[config.mk]
export PLATFORM = sky130hd
export DESIGN_NAME = elb_rsp_fifo
export DESIGN_NICKNAME = d
export VERILOG_FILES = /design/src/rtl/core/elb_pkg.sv /design/src/rtl/core/elb_rsp_fifo.sv
export SDC_FILE = /design/constraint.sdc
export NUM_CORES = 1
export LEC_CHECK = 0
export BUFFER_PORTS_ARGS = -buffer_cell sky130_fd_sc_hd__clkbuf_2
export CAP_MARGIN = 20
export CORE_UTILIZATION = 50
export DETAILED_ROUTE_END_ITERATION = 8
export PLACE_DENSITY_LB_ADDON = 0.1
export SLEW_MARGIN = 20
export SYNTH_ARGS = -nofsm -noshare
export SYNTH_HDL_FRONTEND = slang
export SYNTH_SLANG_ARGS = --single-unit
[constraint.sdc]
create_clock -name clock -period 3.93 [get_ports clock]
set_input_delay 0.5895 -clock clock [delete_from_list [all_inputs] [get_ports clock]]
set_output_delay 0.5895 -clock clock [all_outputs]
set_load 0.02 [all_outputs]
[src/rtl/core/elb_pkg.sv]
// ----------------------------------------------------------------------------
// elb_pkg
// Types and constants shared by the embedding lookup block.
// ----------------------------------------------------------------------------
package elb_pkg;

   localparam int DIM_CNT_W   = 7;
   localparam int FIFO_DEPTH  = 4;
   localparam int FIFO_PTR_W  = 2;
   localparam int FIFO_CNT_W  = 3;
   localparam int CSR_INDEX_W = 8;
   localparam int CSR_DATA_W  = 16;

   localparam logic OP_LOAD   = 1'b0;
   localparam logic OP_LOOKUP = 1'b1;

   localparam logic [CSR_INDEX_W-1:0] CSR_PADDING_INDEX  = 8'd0;
   localparam logic [CSR_INDEX_W-1:0] CSR_WORD_COUNT     = 8'd1;
   localparam logic [CSR_INDEX_W-1:0] CSR_DIMS_IN_USE    = 8'd2;
   localparam logic [CSR_INDEX_W-1:0] CSR_TWO_DIRECTIONS = 8'd3;

   typedef struct packed {
      logic               operation;
      logic [11:0]        load_row;
      logic [5:0]         load_column;
      logic [31:0]        load_value;
      logic signed [15:0] word_id;
      logic [15:0]        word_position;
      logic [15:0]        sequence_start;
      logic [16:0]        sequence_end;
   } req_type;

   typedef struct packed {
      logic [5:0]  element_index;
      logic [31:0] element_value;
      logic [15:0] forward_position;
      logic [15:0] reverse_position;
      logic        id_error;
      logic        last;
   } rsp_type;

   typedef struct packed {
      logic signed [12:0] padding_index;
      logic [12:0]        word_count;
      logic [6:0]         dims_in_use;
      logic               two_directions;
   } cfg_type;

endpackage

[src/rtl/core/elb_rsp_fifo.sv]
// ----------------------------------------------------------------------------
// elb_rsp_fifo
// Small response queue between the table read and the response channel.
// ----------------------------------------------------------------------------
module elb_rsp_fifo (
   input  logic                               clock,
   input  logic                               reset,
   input  logic                               push,
   input  elb_pkg::rsp_type                   push_data,
   output logic [elb_pkg::FIFO_CNT_W-1:0]     count,
   output logic                               rsp_valid,
   input  logic                               rsp_ready,
   output elb_pkg::rsp_type                   rsp_data
);

   elb_pkg::rsp_type                    entry_ff [elb_pkg::FIFO_DEPTH];
   logic [elb_pkg::FIFO_PTR_W-1:0]      wr_ptr_ff, wr_ptr_in;
   logic [elb_pkg::FIFO_PTR_W-1:0]      rd_ptr_ff, rd_ptr_in;
   logic [elb_pkg::FIFO_CNT_W-1:0]      count_ff, count_in;
   logic                                pop;

   assign pop       = rsp_valid && rsp_ready;
   assign wr_ptr_in = push ? wr_ptr_ff + 1'b1 : wr_ptr_ff;
   assign rd_ptr_in = pop ? rd_ptr_ff + 1'b1 : rd_ptr_ff;
   assign count_in  = count_ff + elb_pkg::FIFO_CNT_W'(push) - elb_pkg::FIFO_CNT_W'(pop);

   always_ff @(posedge clock) begin
      if (reset) begin
         wr_ptr_ff <= '0;
         rd_ptr_ff <= '0;
         count_ff  <= '0;
      end else begin
         wr_ptr_ff <= wr_ptr_in;
         rd_ptr_ff <= rd_ptr_in;
         count_ff  <= count_in;
      end
      if (push) begin
         entry_ff[wr_ptr_ff] <= push_data;
      end
   end

   assign count     = count_ff;
   assign rsp_valid = (count_ff != '0);
   assign rsp_data  = entry_ff[rd_ptr_ff];

endmodule

==> flow_summary.toml, run 1 <==
[power]
p_leak_nw = 4.37
p_comb_frac = 0.185
p_sw_mw = 1.99
internal_power_mw = 5.84
ir_worst_vdd_v = 0.000441
pwr-share-seq = 0.487
p_per_area_mw_per_mm2 = 610
clockPowerShare = 0.328
p_sw_frac = 0.254

[cells_and_area]
drive_above_1_share = 0.448
final_area_mm2 = 0.0128
multiInputGateArea_mm2 = 0.00190
diodes = 0
fillerInstances = 1521
nets = 679
syn2layout_area_growth_pct = 17.3
seq_area_mm2 = 0.00884

[timing]
hold_viol_final = 0
fin_crit_sh = 0.758
rsz0062_at_grt = "false"
timing.final.crit_period_ns = 2.98
setup_viol = 0
maxSlewViolCount = 0
fin_tns_setup_ns = 0
max_freq_mhz = 336
clock_skew_ns = 0.0149
slew_headroom = 0.269
tightest_slew_ns = 1.10

[clocking]
clkSinkCount = 297
cts-resized-gates = 0
cts_setup_buffers = 0
root_buffer = "clkbuf_16"
cts_tree = "built"
htree_num_levels = 1
cts_made_buffers = 29
worstSkewPairLatency_ns = 0.54
hold_buffers = 0
path_clk_slew_ns = 0.06
cts.path.max_buffers = 3

[synth]
synthTopCellsByCount = "edfxtp_1 (288), mux4_2 (70), dfxtp_1 (9), buf_12 (7), buf_2 (7)"
synth_area_leaders = "edfxtp_1 (79%), mux4_2 (14%), dfxtp_1 (1.6%)"
ys_ff_latch = 297
syn_area_mm2 = 0.0109
synth_edf_count = 288
yosys_warnings = 0
synth_cells = 421
ys_seq_area_frac = 0.807
syn_nets = 504
ys.flop_type = "edfxtp_1"
synth_cell_types = 21
synth-async-reset-ratio = 0
avgSynthCellArea_um2 = 26.0
yosys.cell_count.top_type = "edfxtp_1"
yosysTopAreaCellShare = 0.791
synth_area_leader_cell = "edfxtp_1"

[grt]
grt_pass1_vias = 5200
overflow = 0
grt_pass1_wl_mm = 28.7
antenna_found_initial = 0
grt_max_degree = 73
grt_use_total = 0.172

[detailed_routing]
drt-pass1-iter-count = 5
ant_nets = 0
wl_per_cell_um = 21.3
vias_per_cell = 5.43
drc = 0
first_iter_violations = 218
dr_total_vias = 4840
routed_wl_mm = 19.0

[outcome]
status = "finished clean"

[placed_design]
placed_cell_area_mm2 = 0.0119
gp_congestion = 0.708
dp_hpwl_mm = 11.2
port_buffers = 151

[setup_path]
arrival_ns = 2.39
cp-start-kind = "register"
cp.required_ns = 3.34
crit_fanout = 30
critPathKind = "reg -> out"
endpoint_kind = "output port"

[worst_hold_path]
holdCritPathClass = "in -> reg"

[floorplanning]
pin_count = 152
die_y_um = 150
start_util = 0.515
dieWidth_um = 150
die-area_mm2 = 0.0225
rows = 53
core_area_mm2 = 0.0212

[job]
maxCapViolCount = 0
==> routing by layer <==
metal	vias up	global-route usage	share of wire
met5	-	0	0
met1	2531	0.218	0.40
met4	0	0.0439	0.014
li1	2147	-	-
met2	145	0.301	0.52
met3	17	0.0399	0.067
==> cells by family (layout without fill, tap and decap cells) <==
logic type	Yosys count	count (layout)	synth area share
AOI/OAI and AO/OA	2	2	0.00160
xor gates and xnor gates	2	2	0.00297
adders and majority gates	7	7	0.00869
buffers and inverters	23	218	0.0198
DFF	297	297	0.807
muxes	76	76	0.153
and+or+nand+nor	14	14	0.00686
==> final timing paths <==
| path | startpoint | end | slack (ns) | cells after the start |
|---|---|---|---|---|
| min | push_data[19] | entry_ff[2][19]$_DFFE_PP_ | 0.27 | 1 |
| max | register | rsp_data[9] | 0.95 | 3 |
| max reg2reg | wr_ptr_ff[0]$_SDFFE_PP0P_ | entry_ff[0][19]$_DFFE_PP_ | 1.94 | 4 |
| min reg2reg | wr_ptr_ff[1]$_SDFFE_PP0P_ | wr_ptr_ff[1]$_SDFFE_PP0P_ | 0.56 | 2 |
==> area by class of cell <==
type | instances | share of cell area
clock inverters | 7 | 0.00683
flip-flops and latches | 297 | 0.689
well taps | 275 | 0.0268
clock buffers | 44 | 0.0617
multi-input cells | 101 | 0.148
inverters | 6 | 0.00176
repair buffers | 161 | 0.0657
==> sequential cells by signal (all words and copies together) (netlist names), named ones only <==
signal	cells
rd_ptr_ff	2
count	3
wr_ptr_ff	2
entry_ff	288
==> power by group through the flow <==
stage          combinational, mW  sequential, mW  clock, mW
6_report                    1.45            3.81       2.57
5_1_grt                     1.56            3.84       2.74
4_1_cts                     1.48            3.83       2.62
3_5_place_dp                1.47            3.89          0
3_3_place_gp                1.45            3.88          0
2_1_floorplan               1.20            3.78          0
==> stage by stage <==
stage | hold slack [ns] | setup slack (ns) | power [mW] | instances | util
after floorplan | 0.514 | 1.22 | 4.97 | 421 | -
after global placement | 0.534 | 1.40 | 5.34 | 840 | 0.563
after detailed placement | 0.553 | 1.39 | 5.36 | 840 | 0.563
after CTS | 0.242 | 0.846 | 7.93 | 891 | 0.605
after global routing | 0.253 | 0.732 | 8.15 | 891 | 0.605
final | 0.270 | 0.951 | 7.83 | 891 | 0.605
==> worst max-delay path, stage by stage (launching register included) <==
cell	delay [ns]
dfxtp_4	0.75
buf_4	0.39
mux4_2	0.54
clkbuf_2	0.17
==> cells in the final DEF (no fill, tap or decap), drive strengths merged <==
cell	netlist	layout
inv	6	7
dfxtp	9	9
edfxtp	288	288
mux2i	1	1
xnor2	1	1
xor3	1	1
mux2	3	3
bufinv	0	2
o311ai	1	1
mux4	72	72
o31a	1	1
and2	4	4
fa	1	1
nor2b	4	4
clkinv	0	4
clkbuf	2	195
nor2	5	5
or3	1	1
ha	6	6
buf	15	10
No activity file was read; power rests on OpenSTA's default activity.
==> run 2, diff against run 1 <==
- clock period: 3.93 -> 2.5 ns (I/O delays scaled with it)
==> run 2 against run 1 <==
Design area is 1.0% higher. Worst hold slack worse by 0.21 ns. Sequential share of layout area is 0.70 points lower. Critical endpoint is now rsp_data[45]. Highest routed layer unchanged.
==> flow_summary.toml, run 2 (synthesized netlist as in run 1, its figures left out) <==
[worst_hold_path]
min_to = "entry_ff[3][12]$_DFFE_PP_"
worstHoldStart = "push_data[12]"
min_path_cells = 1
holdCritPathClass = "in -> reg"

[timing]
maxSlewViolCount = 0
max_freq_mhz = 419
tightest_slew_ns = 0.543
rsz0062_at_grt = "false"
setup_viol = 0
clock_skew_ns = 0.0118
hold_viol_final = 0
slew_headroom = 0.638
fin_tns_setup_ns = 0
fin_crit_sh = 0.956
timing.final.crit_period_ns = 2.39

[clocking]
cts.path.max_buffers = 3
cts_made_buffers = 30
hold_buffers = 0
htree_num_levels = 1
cts-resized-gates = 0
cts_tree = "built"
clkSinkCount = 297
worstSkewPairLatency_ns = 0.53
path_clk_slew_ns = 0.06
cts_setup_buffers = 4
root_buffer = "clkbuf_16"

[floorplanning]
start_util = 0.515
pin_count = 152
die-area_mm2 = 0.0225
rows = 53
die_y_um = 150
core_area_mm2 = 0.0212
dieWidth_um = 150

[job]
maxCapViolCount = 0

[detailed_routing]
ant_nets = 0
dr_total_vias = 4835
vias_per_cell = 5.37
first_iter_violations = 249
routed_wl_mm = 18.9
wl_per_cell_um = 21.0
drc = 0
drt-pass1-iter-count = 4

[cells_and_area]
regMostFlops = "entry_ff"
final_common_cell = "edfxtp_1"
final_area_mm2 = 0.0130
final_cell_mix = "edfxtp_1 (288), clkbuf_2 (151), mux4_2 (70)"
diodes = 0
syn2layout_area_growth_pct = 18.5
drive_above_1_share = 0.454
nets = 688
largest_register_ffs = 288
fin_cells = 900

[setup_path]
endpoint_kind = "output port"
r2r_start = "count[1]$_SDFF_PP0_"
r2r_setup_slack_ns = 0.54
cp.required_ns = 2.12
arrival_ns = 2.01
regToRegEndpoint = "count[2]$_SDFF_PP0_"
cp-start-kind = "register"
critPathKind = "reg -> out"
crit_fanout = 12
reg2reg_depth = 7

[grt]
gr-usage-met2 = 0.295
grt_pass1_wl_mm = 28.7
grt_use_total = 0.172
met1_usage = 0.218
antenna_found_initial = 0
overflow = 0
busiest_layer = "met2"
grt_max_degree = 73
grt_pass1_vias = 5316
use_met3 = 0.0409

[power]
clockPowerShare = 0.319
internal_power_mw = 9.13
p_comb_frac = 0.206
p_leak_nw = 4.43
p_per_area_mw_per_mm2 = 950
pwr-share-seq = 0.475
p_sw_frac = 0.258
finalPower_mw = 12.3
p_sw_mw = 3.18
ir_worst_vdd_v = 0.000639

[placed_design]
placed_cell_area_mm2 = 0.0121
dp_hpwl_mm = 11.3
dp_cells = 844
gp_congestion = 0.695
port_buffers = 151

[outcome]
status = "finished clean"
run 2: cell types whose count changed in the layout (fill, tap and decap cells not counted), sizes merged:
cell	before	now
bufinv	2	0
clkbuf	195	191
buf	10	18
inv	7	6
clkinv	4	12
run 2: metrics by stage:
| stage | worst slack (ns) | util | hold slack (ns) |
|---|---|---|---|
| floorplan | 0.537 | - | 0.474 |
| global placement | 0.546 | 0.569 | 0.536 |
| detailed placement | 0.545 | 0.569 | 0.548 |
| CTS | 0.0646 | 0.611 | 0.0357 |
| global route | 0.00904 | 0.611 | 0.0441 |
| finish | 0.111 | 0.611 | 0.0593 |
run 2: power groups by stage:
stage          combinational (mW)  sequential (mW)  clock, mW
2_1_floorplan                1.88             5.93          0
3_3_place_gp                 2.52             5.96          0
3_5_place_dp                 2.53             5.98          0
4_1_cts                      2.59             5.86       4.03
5_1_grt                      2.72             5.88       4.20
6_report                     2.53             5.85       3.93
run 2: worst max-delay path, stage by stage, from the launching register on:
cell and delay, ns:
dfxtp_4 0.48, buf_4 0.26, mux4_2 0.55, clkbuf_2 0.18
run 2: final cells by class:
| type | instances | area [µm²] |
|---|---|---|
| Sequential cell | 297 | 8840 |
| Clock buffer | 40 | 810 |
| Inverter | 6 | 22.5 |
| Clock inverter | 12 | 55.1 |
| Fill cell | 1519 | 8260 |
| Tap cell | 275 | 344 |
| Multi-Input combinational cell | 101 | 1900 |
| Timing Repair Buffer | 169 | 991 |
run 2: worst max-delay path by stage:
stage                     slack [ns]                  end  cells after the start           startpoint
after global placement          0.55         rsp_data[45]                      3             register
final                           0.11         rsp_data[45]                      3             register
after floorplan                 0.54  count[2]$_SDFF_PP0_                      7  count[1]$_SDFF_PP0_
after CTS                       0.06         rsp_data[56]                      3             register
after detailed placement        0.55  count[2]$_SDFF_PP0_                      7  count[1]$_SDFF_PP0_
after global routing           0.009          rsp_data[0]                      3             register
run 2: per-layer routing:
metal / vias to the layer above / part of all wire
met5: - / 0
met4: 0 / 0.020
met3: 27 / 0.068
met2: 133 / 0.52
met1: 2512 / 0.39
li1: 2163 / -
