### config.mk
export PLATFORM = sky130hd
export DESIGN_NAME = elb_seq
export DESIGN_NICKNAME = d
export VERILOG_FILES = /design/src/rtl/core/elb_pkg.sv /design/src/rtl/core/elb_seq.sv
export SDC_FILE = /design/constraint.sdc
export NUM_CORES = 1
export LEC_CHECK = 0
export BUFFER_PORTS_ARGS = -buffer_cell sky130_fd_sc_hd__buf_4
export CORE_AREA = 2 2 120 122
export CTS_BUF_LIST = sky130_fd_sc_hd__clkbuf_8
export DETAILED_ROUTE_END_ITERATION = 10
export DIE_AREA = 0 0 122 124
export GPL_TIMING_DRIVEN = 1
export PLACE_DENSITY_LB_ADDON = 0.25
export SYNTH_ARGS = -nofsm -noshare
export SYNTH_HDL_FRONTEND = slang
export SYNTH_SLANG_ARGS = --single-unit
### constraint.sdc
create_clock -name clock -period 4 [get_ports clock]
set_clock_uncertainty 0.15 [all_clocks]
set_input_delay 0.2 -clock clock [delete_from_list [all_inputs] [get_ports clock]]
set_output_delay 0.2 -clock clock [all_outputs]
set_load 0.02 [all_outputs]
### src/rtl/core/elb_pkg.sv
// ----------------------------------------------------------------------------
// elb_pkg
// Types and constants shared by the embedding lookup block.
// ----------------------------------------------------------------------------
package elb_pkg;

   localparam int DIM_CNT_W   = 7;
   localparam int FIFO_DEPTH  = 4;
   localparam int FIFO_PTR_W  = 2;
   localparam int FIFO_CNT_W  = 3;
   localparam int CSR_INDEX_W = 8;
   localparam int CSR_DATA_W  = 16;

   localparam logic OP_LOAD   = 1'b0;
   localparam logic OP_LOOKUP = 1'b1;

   localparam logic [CSR_INDEX_W-1:0] CSR_PADDING_INDEX  = 8'd0;
   localparam logic [CSR_INDEX_W-1:0] CSR_WORD_COUNT     = 8'd1;
   localparam logic [CSR_INDEX_W-1:0] CSR_DIMS_IN_USE    = 8'd2;
   localparam logic [CSR_INDEX_W-1:0] CSR_TWO_DIRECTIONS = 8'd3;

   typedef struct packed {
      logic               operation;
      logic [11:0]        load_row;
      logic [5:0]         load_column;
      logic [31:0]        load_value;
      logic signed [15:0] word_id;
      logic [15:0]        word_position;
      logic [15:0]        sequence_start;
      logic [16:0]        sequence_end;
   } req_type;

   typedef struct packed {
      logic [5:0]  element_index;
      logic [31:0] element_value;
      logic [15:0] forward_position;
      logic [15:0] reverse_position;
      logic        id_error;
      logic        last;
   } rsp_type;

   typedef struct packed {
      logic signed [12:0] padding_index;
      logic [12:0]        word_count;
      logic [6:0]         dims_in_use;
      logic               two_directions;
   } cfg_type;

endpackage

### src/rtl/core/elb_seq.sv
// ----------------------------------------------------------------------------
// elb_seq
// Request sequencer: table loads, lookup decode and per-element row reads.
// ----------------------------------------------------------------------------
module elb_seq #(
   parameter int MAX_WORDS    = 4096,
   parameter int MAX_DIMS     = 64,
   parameter int ELEMENT_BITS = 32
) (
   input  logic                                        clock,
   input  logic                                        reset,
   input  elb_pkg::cfg_type                            cfg,
   input  logic                                        req_valid,
   output logic                                        req_ready,
   input  elb_pkg::req_type                            req_data,
   output logic                                        mem_we,
   output logic [$clog2(MAX_WORDS*MAX_DIMS)-1:0]       mem_addr,
   output logic [ELEMENT_BITS-1:0]                     mem_wdata,
   input  logic [ELEMENT_BITS-1:0]                     mem_rdata,
   input  logic [elb_pkg::FIFO_CNT_W-1:0]              fifo_count,
   output logic                                        push,
   output elb_pkg::rsp_type                            push_data
);

   localparam int DEPTH = MAX_WORDS * MAX_DIMS;
   localparam int AW    = $clog2(DEPTH);
   localparam int ROW_W = $clog2(MAX_WORDS);
   localparam int DW    = elb_pkg::DIM_CNT_W;

   typedef enum logic {
      IDLE,
      BUSY
   } state_type;

   state_type               state_ff;
   logic [AW-1:0]           base_ff;
   logic [DW-1:0]           col_ff;
   logic [DW-1:0]           dims_ff;
   logic                    zero_ff;
   logic                    err_ff;
   logic [15:0]             pos_ff;
   logic [15:0]             rev_ff;
   logic                    pend_ff;
   logic [5:0]              pend_idx_ff;
   logic                    pend_last_ff;
   logic                    pend_zero_ff;
   logic                    pend_err_ff;
   logic [15:0]             pend_pos_ff;
   logic [15:0]             pend_rev_ff;

   logic                    accept;
   logic                    load_we;
   logic [AW-1:0]           wr_addr;
   logic                    issue;
   logic                    is_last;
   logic signed [15:0]      pad_ext;
   logic [16:0]             limit;
   logic                    is_pad;
   logic                    is_err;
   logic [DW-1:0]           dims_in;
   logic [15:0]             rev_in;
   logic [AW-1:0]           base_in;

   assign req_ready = (state_ff == IDLE);
   assign accept    = req_valid && req_ready;
   assign load_we   = accept && (req_data.operation == elb_pkg::OP_LOAD)
                      && (17'(req_data.load_row) < 17'(MAX_WORDS))
                      && (7'(req_data.load_column) < 7'(MAX_DIMS));
   assign wr_addr   = AW'(req_data.load_row) * AW'(MAX_DIMS) + AW'(req_data.load_column);

   always_comb begin
      pad_ext = {{3{cfg.padding_index[12]}}, cfg.padding_index};
      limit   = (17'(cfg.word_count) < 17'(MAX_WORDS)) ? 17'(cfg.word_count)
                                                       : 17'(MAX_WORDS);
      is_pad  = (req_data.word_id == pad_ext);
      is_err  = !is_pad && (req_data.word_id[15]
                || (17'($unsigned(req_data.word_id)) >= limit));
      if (cfg.dims_in_use == '0) begin
         dims_in = DW'(1);
      end else if (cfg.dims_in_use > DW'(MAX_DIMS)) begin
         dims_in = DW'(MAX_DIMS);
      end else begin
         dims_in = cfg.dims_in_use;
      end
      rev_in  = cfg.two_directions
                ? 16'(req_data.sequence_start + req_data.sequence_end[15:0] - 16'd1
                      - req_data.word_position)
                : 16'd0;
      base_in = (is_pad || is_err) ? '0
                : AW'(req_data.word_id[ROW_W-1:0]) * AW'(MAX_DIMS);
   end

   assign issue   = (state_ff == BUSY)
                    && ((4'(fifo_count) + 4'(pend_ff)) < 4'(elb_pkg::FIFO_DEPTH));
   assign is_last = ((col_ff + DW'(1)) == dims_ff);

   assign mem_we    = load_we;
   assign mem_addr  = load_we ? wr_addr : base_ff + AW'(col_ff);
   assign mem_wdata = req_data.load_value[ELEMENT_BITS-1:0];

   always_ff @(posedge clock) begin
      if (reset) begin
         state_ff <= IDLE;
         pend_ff  <= 1'b0;
      end else begin
         pend_ff <= issue;
         unique case (state_ff)
            IDLE: begin
               if (accept && (req_data.operation == elb_pkg::OP_LOOKUP)) begin
                  state_ff <= BUSY;
               end
            end
            BUSY: begin
               if (issue && is_last) begin
                  state_ff <= IDLE;
               end
            end
            default: state_ff <= IDLE;
         endcase
      end
      if (accept) begin
         base_ff <= base_in;
         col_ff  <= '0;
         dims_ff <= dims_in;
         zero_ff <= is_pad || is_err;
         err_ff  <= is_err;
         pos_ff  <= req_data.word_position;
         rev_ff  <= rev_in;
      end else if (issue) begin
         col_ff <= col_ff + DW'(1);
      end
      if (issue) begin
         pend_idx_ff  <= col_ff[5:0];
         pend_last_ff <= is_last;
         pend_zero_ff <= zero_ff;
         pend_err_ff  <= err_ff;
         pend_pos_ff  <= pos_ff;
         pend_rev_ff  <= rev_ff;
      end
   end

   assign push = pend_ff;

   always_comb begin
      push_data.element_index    = pend_idx_ff;
      push_data.element_value    = pend_zero_ff ? 32'd0 : 32'(mem_rdata);
      push_data.forward_position = pend_pos_ff;
      push_data.reverse_position = pend_rev_ff;
      push_data.id_error         = pend_err_ff;
      push_data.last             = pend_last_ff;
   end

endmodule

==> results of run 1 <==
routing by layer:
metal  wire, um  up-vias
li1           -     2360
met1       5350     2237
met2       8560      212
met3       1210       26
met4        427        0
met5          0        -
per-stage QoR:
| stage | setup slack, ns | power [mW] | utilization, % |
|---|---|---|---|
| after floorplan | 0.519 | 1.76 | - |
| after global routing | 0.575 | 2.74 | 61.4 |
| final | 0.728 | 2.59 | 61.4 |
| after detailed placement | 0.882 | 1.98 | 57.7 |
| after CTS | 0.776 | 2.61 | 61.3 |
| after global placement | 0.904 | 1.96 | 57.7 |
layout make-up:
class                           count  area (um2)  share of cell area (%)
Sequential cell                   103        3000                    35.6
Clock inverter                      7        53.8                   0.639
Multi-Input combinational cell    343        2570                    30.5
Inverter                           66         248                    2.94
Tap cell                          180         225                    2.67
Clock buffer                        9         124                    1.47
Timing Repair Buffer              282        2200                    26.1
sequential cells by signal, indices dropped and copies added, names as in the netlist:
register      flops
pend_pos_ff      16
pend_rev_ff      16
pos_ff           16
rev_ff           16
base_ff          12
col_ff            7
dims_ff           7
pend_idx_ff       6
err_ff            1
pend_err_ff       1
pend_last_ff      1
pend_zero_ff      1
push              1
state_ff          1
zero_ff           1
power breakdown:
group | internal, mW | switching (mW) | leakage, nW
sequential | 1.26 | 0.0266 | 0.967
clock | 0.233 | 0.371 | 0.0896
combinational | 0.353 | 0.351 | 2.69
total | 1.84 | 0.748 | 3.75
final timing paths:
path                 from              end  slack (ns)  depth (start not counted)
min reg2reg    rev_ff[12]  pend_rev_ff[12]        0.28                          0
max          req_data[34]       rev_ff[15]        0.73                         11
max reg2reg      state_ff        col_ff[2]        1.74                          5
min                cfg[5]       dims_ff[4]        0.02                          2
cells by family after synthesis:
group                    Yosys count
multiplexers                      12
flip-flops                       103
buffers and inverters            113
AND/OR/NAND/NOR                  170
XOR/XNOR                          42
adder cells (fa/ha/maj)           46
AO/OA/AOI/OAI                     73
cells in the mapped netlist, types with 9 or more instances:
cell type and instances:
sky130_fd_sc_hd__nor2b_1 43, sky130_fd_sc_hd__buf_4 34, sky130_fd_sc_hd__nand3_1 9, sky130_fd_sc_hd__and2_1 15, sky130_fd_sc_hd__xnor2_1 32, sky130_fd_sc_hd__a21oi_1 18
sky130_fd_sc_hd__nor3_1 14, sky130_fd_sc_hd__dfxtp_1 9, sky130_fd_sc_hd__mux2_1 9, sky130_fd_sc_hd__inv_1 64, sky130_fd_sc_hd__fa_1 16, sky130_fd_sc_hd__o21ai_1 12
sky130_fd_sc_hd__edfxtp_1 94, sky130_fd_sc_hd__ha_1 30, sky130_fd_sc_hd__xor2_1 10, sky130_fd_sc_hd__nor2_1 22, sky130_fd_sc_hd__nand2_1 41
==> run summary, run 1 <==
The flow ran to the end, and the final reports show no timing, DRC or antenna violations. The area share of and/or/nand/nor cells after synthesis is 14.5%. The hold violation total from the final report is 0. The total core area came out at 13700 um2. The net count of the mapped netlist is 793.

Synthesis produced a netlist whose cell count is 559. In the layout the commonest cells are 249 x sky130_fd_sc_hd__buf_4, 94 x sky130_fd_sc_hd__edfxtp_1, 63 x sky130_fd_sc_hd__inv_1, 41 x sky130_fd_sc_hd__nand2_1, 41 x sky130_fd_sc_hd__nor2b_1. Summing the areas of all compound-gate instances in the mapped netlist gives 7.80% of the synthesized area. At the end of the flow, the number of nets in the layout was 1039. The via count is 4835. The maximum fanout along the worst path came out at 4.

The async set or reset register ratio after synthesis came out at 0%. The met3 demand-to-capacity share in global routing is 5.77%. The most common library cell in the layout ignoring fill and taps is sky130_fd_sc_hd__buf_4. The number of nets with antenna violations after detailed routing came out at 0. The die height is 124 um. The clock-pin slew of the registers on the worst-case setup and hold paths is 0.10 ns. The global routing stage identified its most utilized layer as met2. For this design the static power due to leakage is 3.75 nW. The last weighted congestion value of the routability-driven placer is 0.855. The total number of clock tree sinks is 103. The final period utilization is 81.8%. Traced cell by cell, the critical path runs through dlygate4sd3_1, buf_4, fa_1, inv_1, ha_1, fa_1, a211o_1, a21oi_1, a211oi_1, or3_1, a21oi_1. Yosys attributes the largest share of cell area to sky130_fd_sc_hd__edfxtp_1 46%, sky130_fd_sc_hd__ha_1 6.1%, sky130_fd_sc_hd__fa_1 5.2%. The width of the die is 122 um. The share of the synthesized area in the top cell type is 46.1%.

The detailed-route vias per instance is 4.88. The adder and majority cell fraction of the synthesized area is 11.4%. The final-report max-slew violation count is 0.

The synthesized design spends more area on one cell type than any other, namely sky130_fd_sc_hd__edfxtp_1. The count of input and output buffers is 247. The number of top-level pins is 313.

The areal power density over the cells came out at 308 nW/um2. The wire length of the first global-routing pass came out at 23.5 mm. The largest buffer count on any clock path is 2. The number of setup violations in the final report is 0. The root buffer cell chosen for the clock tree is sky130_fd_sc_hd__clkbuf_8. The fraction of met2 tracks used by global routing is 39.3%. The met1 track demand over resource is 19.9%. The detailed-route wire length came out at 15.5 mm. The maximum number of pins on one net before global-route repair is 61. After global routing the overflow that remains totals 0. The HPWL after detailed placement is 12.0 mm. The detailed router's first-iteration violation count came out at 198. Among all flip-flop cells after synthesis, the most frequent one is sky130_fd_sc_hd__edfxtp_1.

Before antenna repair, the detailed router went through 4 iterations. STA classifies the critical path startpoint as an input port. The quantity of hold-fixing buffers added after cts came out at 32. The area growth from synthesis to layout is 37.5%. Among all stages on the critical path, the largest delay is contributed by sky130_fd_sc_hd__dlygate4sd3_1.

The number of global-route vias before repair is 4934. The required arrival time at the worst endpoint is 4.07 ns. The count of maximum capacitance violations came out at 0. The sum of negative setup slack is 0 ns.

The H-tree was split into 3 levels. Dividing the detail-routed wire length by the instance count gives 15.7 um. The total placed cells including tap cells came out at 941. The worst pin sits at a relative slew slack of 28.3%. During synthesis, Yosys emitted a total of 0 warnings. The remaining design rule violation count is 0. In this design, the largest share of critical-path delay is due to adder cells. The critical path class is in -> reg.

Final hold analysis gives a worst-case slack of 0.0168 ns. The total die area is 15100 um2. The actual slew at the worst max-slew pin is 1.07 ns. After Yosys synthesis, XOR and XNOR cells account for 6.00% of the synthesized area.

The number of setup buffers added after CTS came out at 0. The average instance in the mapped netlist occupies 11.0 um2. The summed instance area of the synthesized netlist came out at 6130 um2. The number of synthesized flops with an enable pin is 94. The floorplan has 43 rows. The worst path in the final design needs a cycle of 3.27 ns, including I/O delays and setup.

The cell area after placement came out at 7920 um2. The number of gates given a new drive strength after cts came out at 0. The number of different library cells used by synthesis comes to 49.

Setup repair after global routing left no endpoint under its margin. The part of the Yosys area used for sequential elements came out at 49.0%. Together, buffers and inverters on the worst path number 3. The mux share of post-synthesis cell area came out at 2.14%. The total non-filler cell area in the finished layout is 8420 um2. The number of filler cells placed in the layout is 1170. Data on the critical path arrives at its endpoint at 3.35 ns. The finished layout holds 990 standard cells, fillers aside. The effective utilization at floorplan came out at 44.7%. The number of register bits inferred by synthesis came out at 103. The number of buffers created by CTS is 9.

The initial antenna violation count is 0. The maximum resistive drop on vdd came out at 190 uV. The combined global-route utilization of all metal layers is 20.4%. The proportion of layout cells with a drive suffix above 1 is 33.2%. TritonCTS built the clock tree. For this run, the slowest stage of the critical path takes 0.54 ns. The clock latency on the worst-skew pair came out at 0.37 ns.

The critical path capture point type is a register. The dominant combinational cell family by area after synthesis is simple AND/OR/NAND/NOR gates. The antenna diode count came out at 0. The maximum clock frequency is 0.306 GHz.

The type of the tightest min-delay check is in -> reg.
Note: power is estimated with default switching activity, not from simulation.
==> inputs of run 2 (changes only) <==
Settings changed: ABC_AREA set to 1, CORE_AREA 2 2 120 122 to 2 2 122 124, DIE_AREA 0 0 122 124 to 0 0 124 126.
Clock period 4 ns to 3.1 ns, I/O delays scaled along.
==> run 2 against run 1 <==
Net effect: synthesized cell count rose by 26%; power rose by 38%; sequential power is 30% higher; global-route usage about the same; flip-flop and latch count unchanged; utilization shrank 0.13 points; highest routed layer unchanged; largest power group unchanged.
==> run summary, run 2 <==
Clock-pin slew was measured on the worst setup and hold paths at 0.09 ns. Among all flip-flop cells after synthesis, the most frequent one is sky130_fd_sc_hd__edfxtp_1. Summed over all layers, the global routing overflow is 0. The async set or reset register ratio after synthesis came out at 0%. Clock tree synthesis inserted a total of 9 buffers. The fraction of met2 tracks used by global routing came out at 37.8%. The remaining design rule violation count is 0. Measured along the y axis, the die boundary spans 126 um.

The hold violation total from the final report is 0. The placement row count is 44. The net count of the finished layout is 1195. The number of top-level pins came out at 313.

Sorting the synthesized cells by area gives the leading types as sky130_fd_sc_hd__edfxtp_1 44%, sky130_fd_sc_hd__inv_1 8.7%, sky130_fd_sc_hd__nand2_1 6.3%. The library cell used most frequently in the layout, excluding fill and tap cells, is sky130_fd_sc_hd__buf_4. Setup repair after global routing left no endpoint under its margin. The maximum clock frequency came out at 0.349 GHz. For this design the ratio of total power to cell area is 409 nW/um2. The worst setup path is launched from an input port.

The total die area came out at 15600 um2. After synthesis the cells add up to 6350 um2. The worst hold path begins at fifo_count[1]. The length in cells of the worst reg-to-reg path is 7. The largest area contributor in the synthesized netlist is sky130_fd_sc_hd__edfxtp_1. The final-report max-slew violation count is 0.

The via count is 5351. The number of gates given a new drive strength after cts is 0. The hold path depth came out at 4. The endpoint arrival time on the critical path came out at 2.86 ns.

Setup violations remaining at the end of the flow were counted as 0. sky130_fd_sc_hd__inv_1 is the most common cell in the netlist. The per-cell routed wire length came out at 13.9 um. The quantity of hold-fixing buffers added after cts came out at 39. The detailed-route wire length came out at 16.0 mm.

The run finished with clean final reports. The total non-filler cell area in the finished layout is 8770 um2. The combined global-route utilization of all metal layers is 20.4%.

The effective utilization at floorplan is 44.3%. The standby leakage power is 4.27 nW. The antenna diode count is 0. The number of synthesized flops with an enable pin came out at 94. The net count of the mapped netlist came out at 941.

The detail route stage leaves a number of antenna-violating nets equal to 0. The proportion of layout cells with a drive suffix above 1 came out at 30.1%. The detailed router's first-iteration violation count came out at 291.

Compared with the post-synthesis result, the final layout area differs by 38.2%. The count of buffers added on input and output ports is 247. For this run, global-route usage on met3 was measured as 5.71%.

The initial antenna violation count is 0. The wire length of the first global-routing pass is 24.2 mm. The largest buffer count on any clock path came out at 2.

By count the netlist is led by 147 x sky130_fd_sc_hd__inv_1, 106 x sky130_fd_sc_hd__nand2_1, 94 x sky130_fd_sc_hd__edfxtp_1. The startpoint identified for the worst register-to-register timing path is state_ff. The number of iterations in the first detailed-routing pass came out at 5.

The setup path with the least slack is of type in -> reg. The tightest slew margin relative to the limit came out at 37.5%. The last weighted congestion value of the routability-driven placer came out at 0.872.

The destination of the worst register-to-register timing path is state_ff. The actual slew at the worst max-slew pin is 0.938 ns. In the global route stage, met1 resource usage came out at 20.8%. The type of the tightest min-delay check is in -> reg. In the layout the commonest cells are 250 x sky130_fd_sc_hd__buf_4, 145 x sky130_fd_sc_hd__inv_1, 106 x sky130_fd_sc_hd__nand2_1, 94 x sky130_fd_sc_hd__edfxtp_1, 83 x sky130_fd_sc_hd__nor2_1. The worst hold path terminates at push. met2 is the most crowded layer. Detailed placement ended at an HPWL of 12.7 mm. After layout, the worst path uses 92.3% of the clock period. Once the clock tree was built, the setup fixing pass inserted 0 buffers.

The final period demand of the worst path is 2.86 ns. The width of the die came out at 124 um. The clock root buffer is sky130_fd_sc_hd__clkbuf_8. The maximum resistive drop on vdd is 302 uV. The total core area is 14300 um2. The design draws 3.58 mW. The clock latency on the worst-skew pair came out at 0.38 ns. Yosys printed 0 warnings. The share of the synthesized area in the top cell type came out at 44.5%. In the final timing run, aggregate negative setup slack is 0 ns. The count of maximum capacitance violations came out at 0. The number of register bits inferred by synthesis came out at 103. In the routed layout, each cell is associated on average with a via count of 4.65. Once layout is complete, the utilization of the core stands at 61.3%.

The maximum fanout along the worst path came out at 5. The number of global-route vias before repair came to 5055. The maximum level of the CTS H-tree is 3. The reg2reg setup slack is 0.64 ns. Synthesis handed over a netlist of 707 instances. The post-synthesis cell type count came out at 37. STA classifies the critical path endpoint as a register. The required arrival time at the worst endpoint is 3.09 ns. The total number of clock tree sinks came out at 103. In this run the cell area measured after placement is 8150 um2. The average instance area after synthesis came out at 8.98 um2. TritonCTS built the clock tree. The part of the Yosys area used for sequential elements came out at 47.3%.

The maximum number of pins on one net before global-route repair came out at 36.
## run 2: final cells by class
class / instances / area (um2)
Fill cell: 1249 / 5540
Tap cell: 184 / 230
Multi-Input combinational cell: 410 / 2470
Clock buffer: 11 / 151
Timing Repair Buffer: 290 / 2290
Clock inverter: 5 / 80.1
Inverter: 147 / 552
Sequential cell: 103 / 3000
## run 2: critical path, stage by stage
cell,delay [ns]
sky130_fd_sc_hd__dlygate4sd3_1,0.55
sky130_fd_sc_hd__buf_4,0.14
sky130_fd_sc_hd__fa_1,0.48
sky130_fd_sc_hd__inv_1,0.05
sky130_fd_sc_hd__ha_1,0.26
sky130_fd_sc_hd__fa_1,0.47
sky130_fd_sc_hd__nand3_1,0.12
sky130_fd_sc_hd__nand2_1,0.08
sky130_fd_sc_hd__a21oi_1,0.22
sky130_fd_sc_hd__o21ai_0,0.16
sky130_fd_sc_hd__nor2_1,0.12
sky130_fd_sc_hd__nor2_1,0.05
## run 2: logic make-up after synthesis
logic type                 share of synthesized area [%]
adders and majority gates                           11.0
and+or+nand+nor                                     17.5
xor gates and xnor gates                            3.17
DFF                                                 47.3
buffers and inverters                               13.9
AOI/OAI and AO/OA                                   7.08
muxes                                              0.158
## run 2: metal layers
layer  up-vias  wire, um
met4         0       510
li1       2718         -
met2       213      8520
met1      2378      5580
met3        42      1370
met5         -         0
## run 2: per-stage QoR
step	cells	hold WS [ns]	setup WS [ns]
after floorplan	707	0.0674	0.707
after global placement	1095	0.160	0.418
after detailed placement	1095	0.160	0.360
after CTS	1150	0.0114	0.270
after global routing	1150	0.0438	0.118
final	1150	0.0243	0.238
## run 2: worst max-delay path by stage
stage	endpoint	slack [ns]	depth (start not counted)	from
after floorplan	rev_ff[13]	0.71	11	req_data[1]
final	rev_ff[13]	0.24	12	req_data[34]
after global placement	rev_ff[13]	0.42	12	req_data[1]
after global routing	rev_ff[13]	0.12	12	req_data[34]
after CTS	rev_ff[13]	0.27	12	req_data[34]
after detailed placement	rev_ff[13]	0.36	12	req_data[1]
## run 2: where the power goes
group | internal, mW | switching (mW) | total [mW] | leakage (nW)
combinational | 0.431 | 0.520 | 0.951 | 3.19
sequential | 1.63 | 0.0420 | 1.67 | 0.966
clock | 0.497 | 0.466 | 0.963 | 0.112
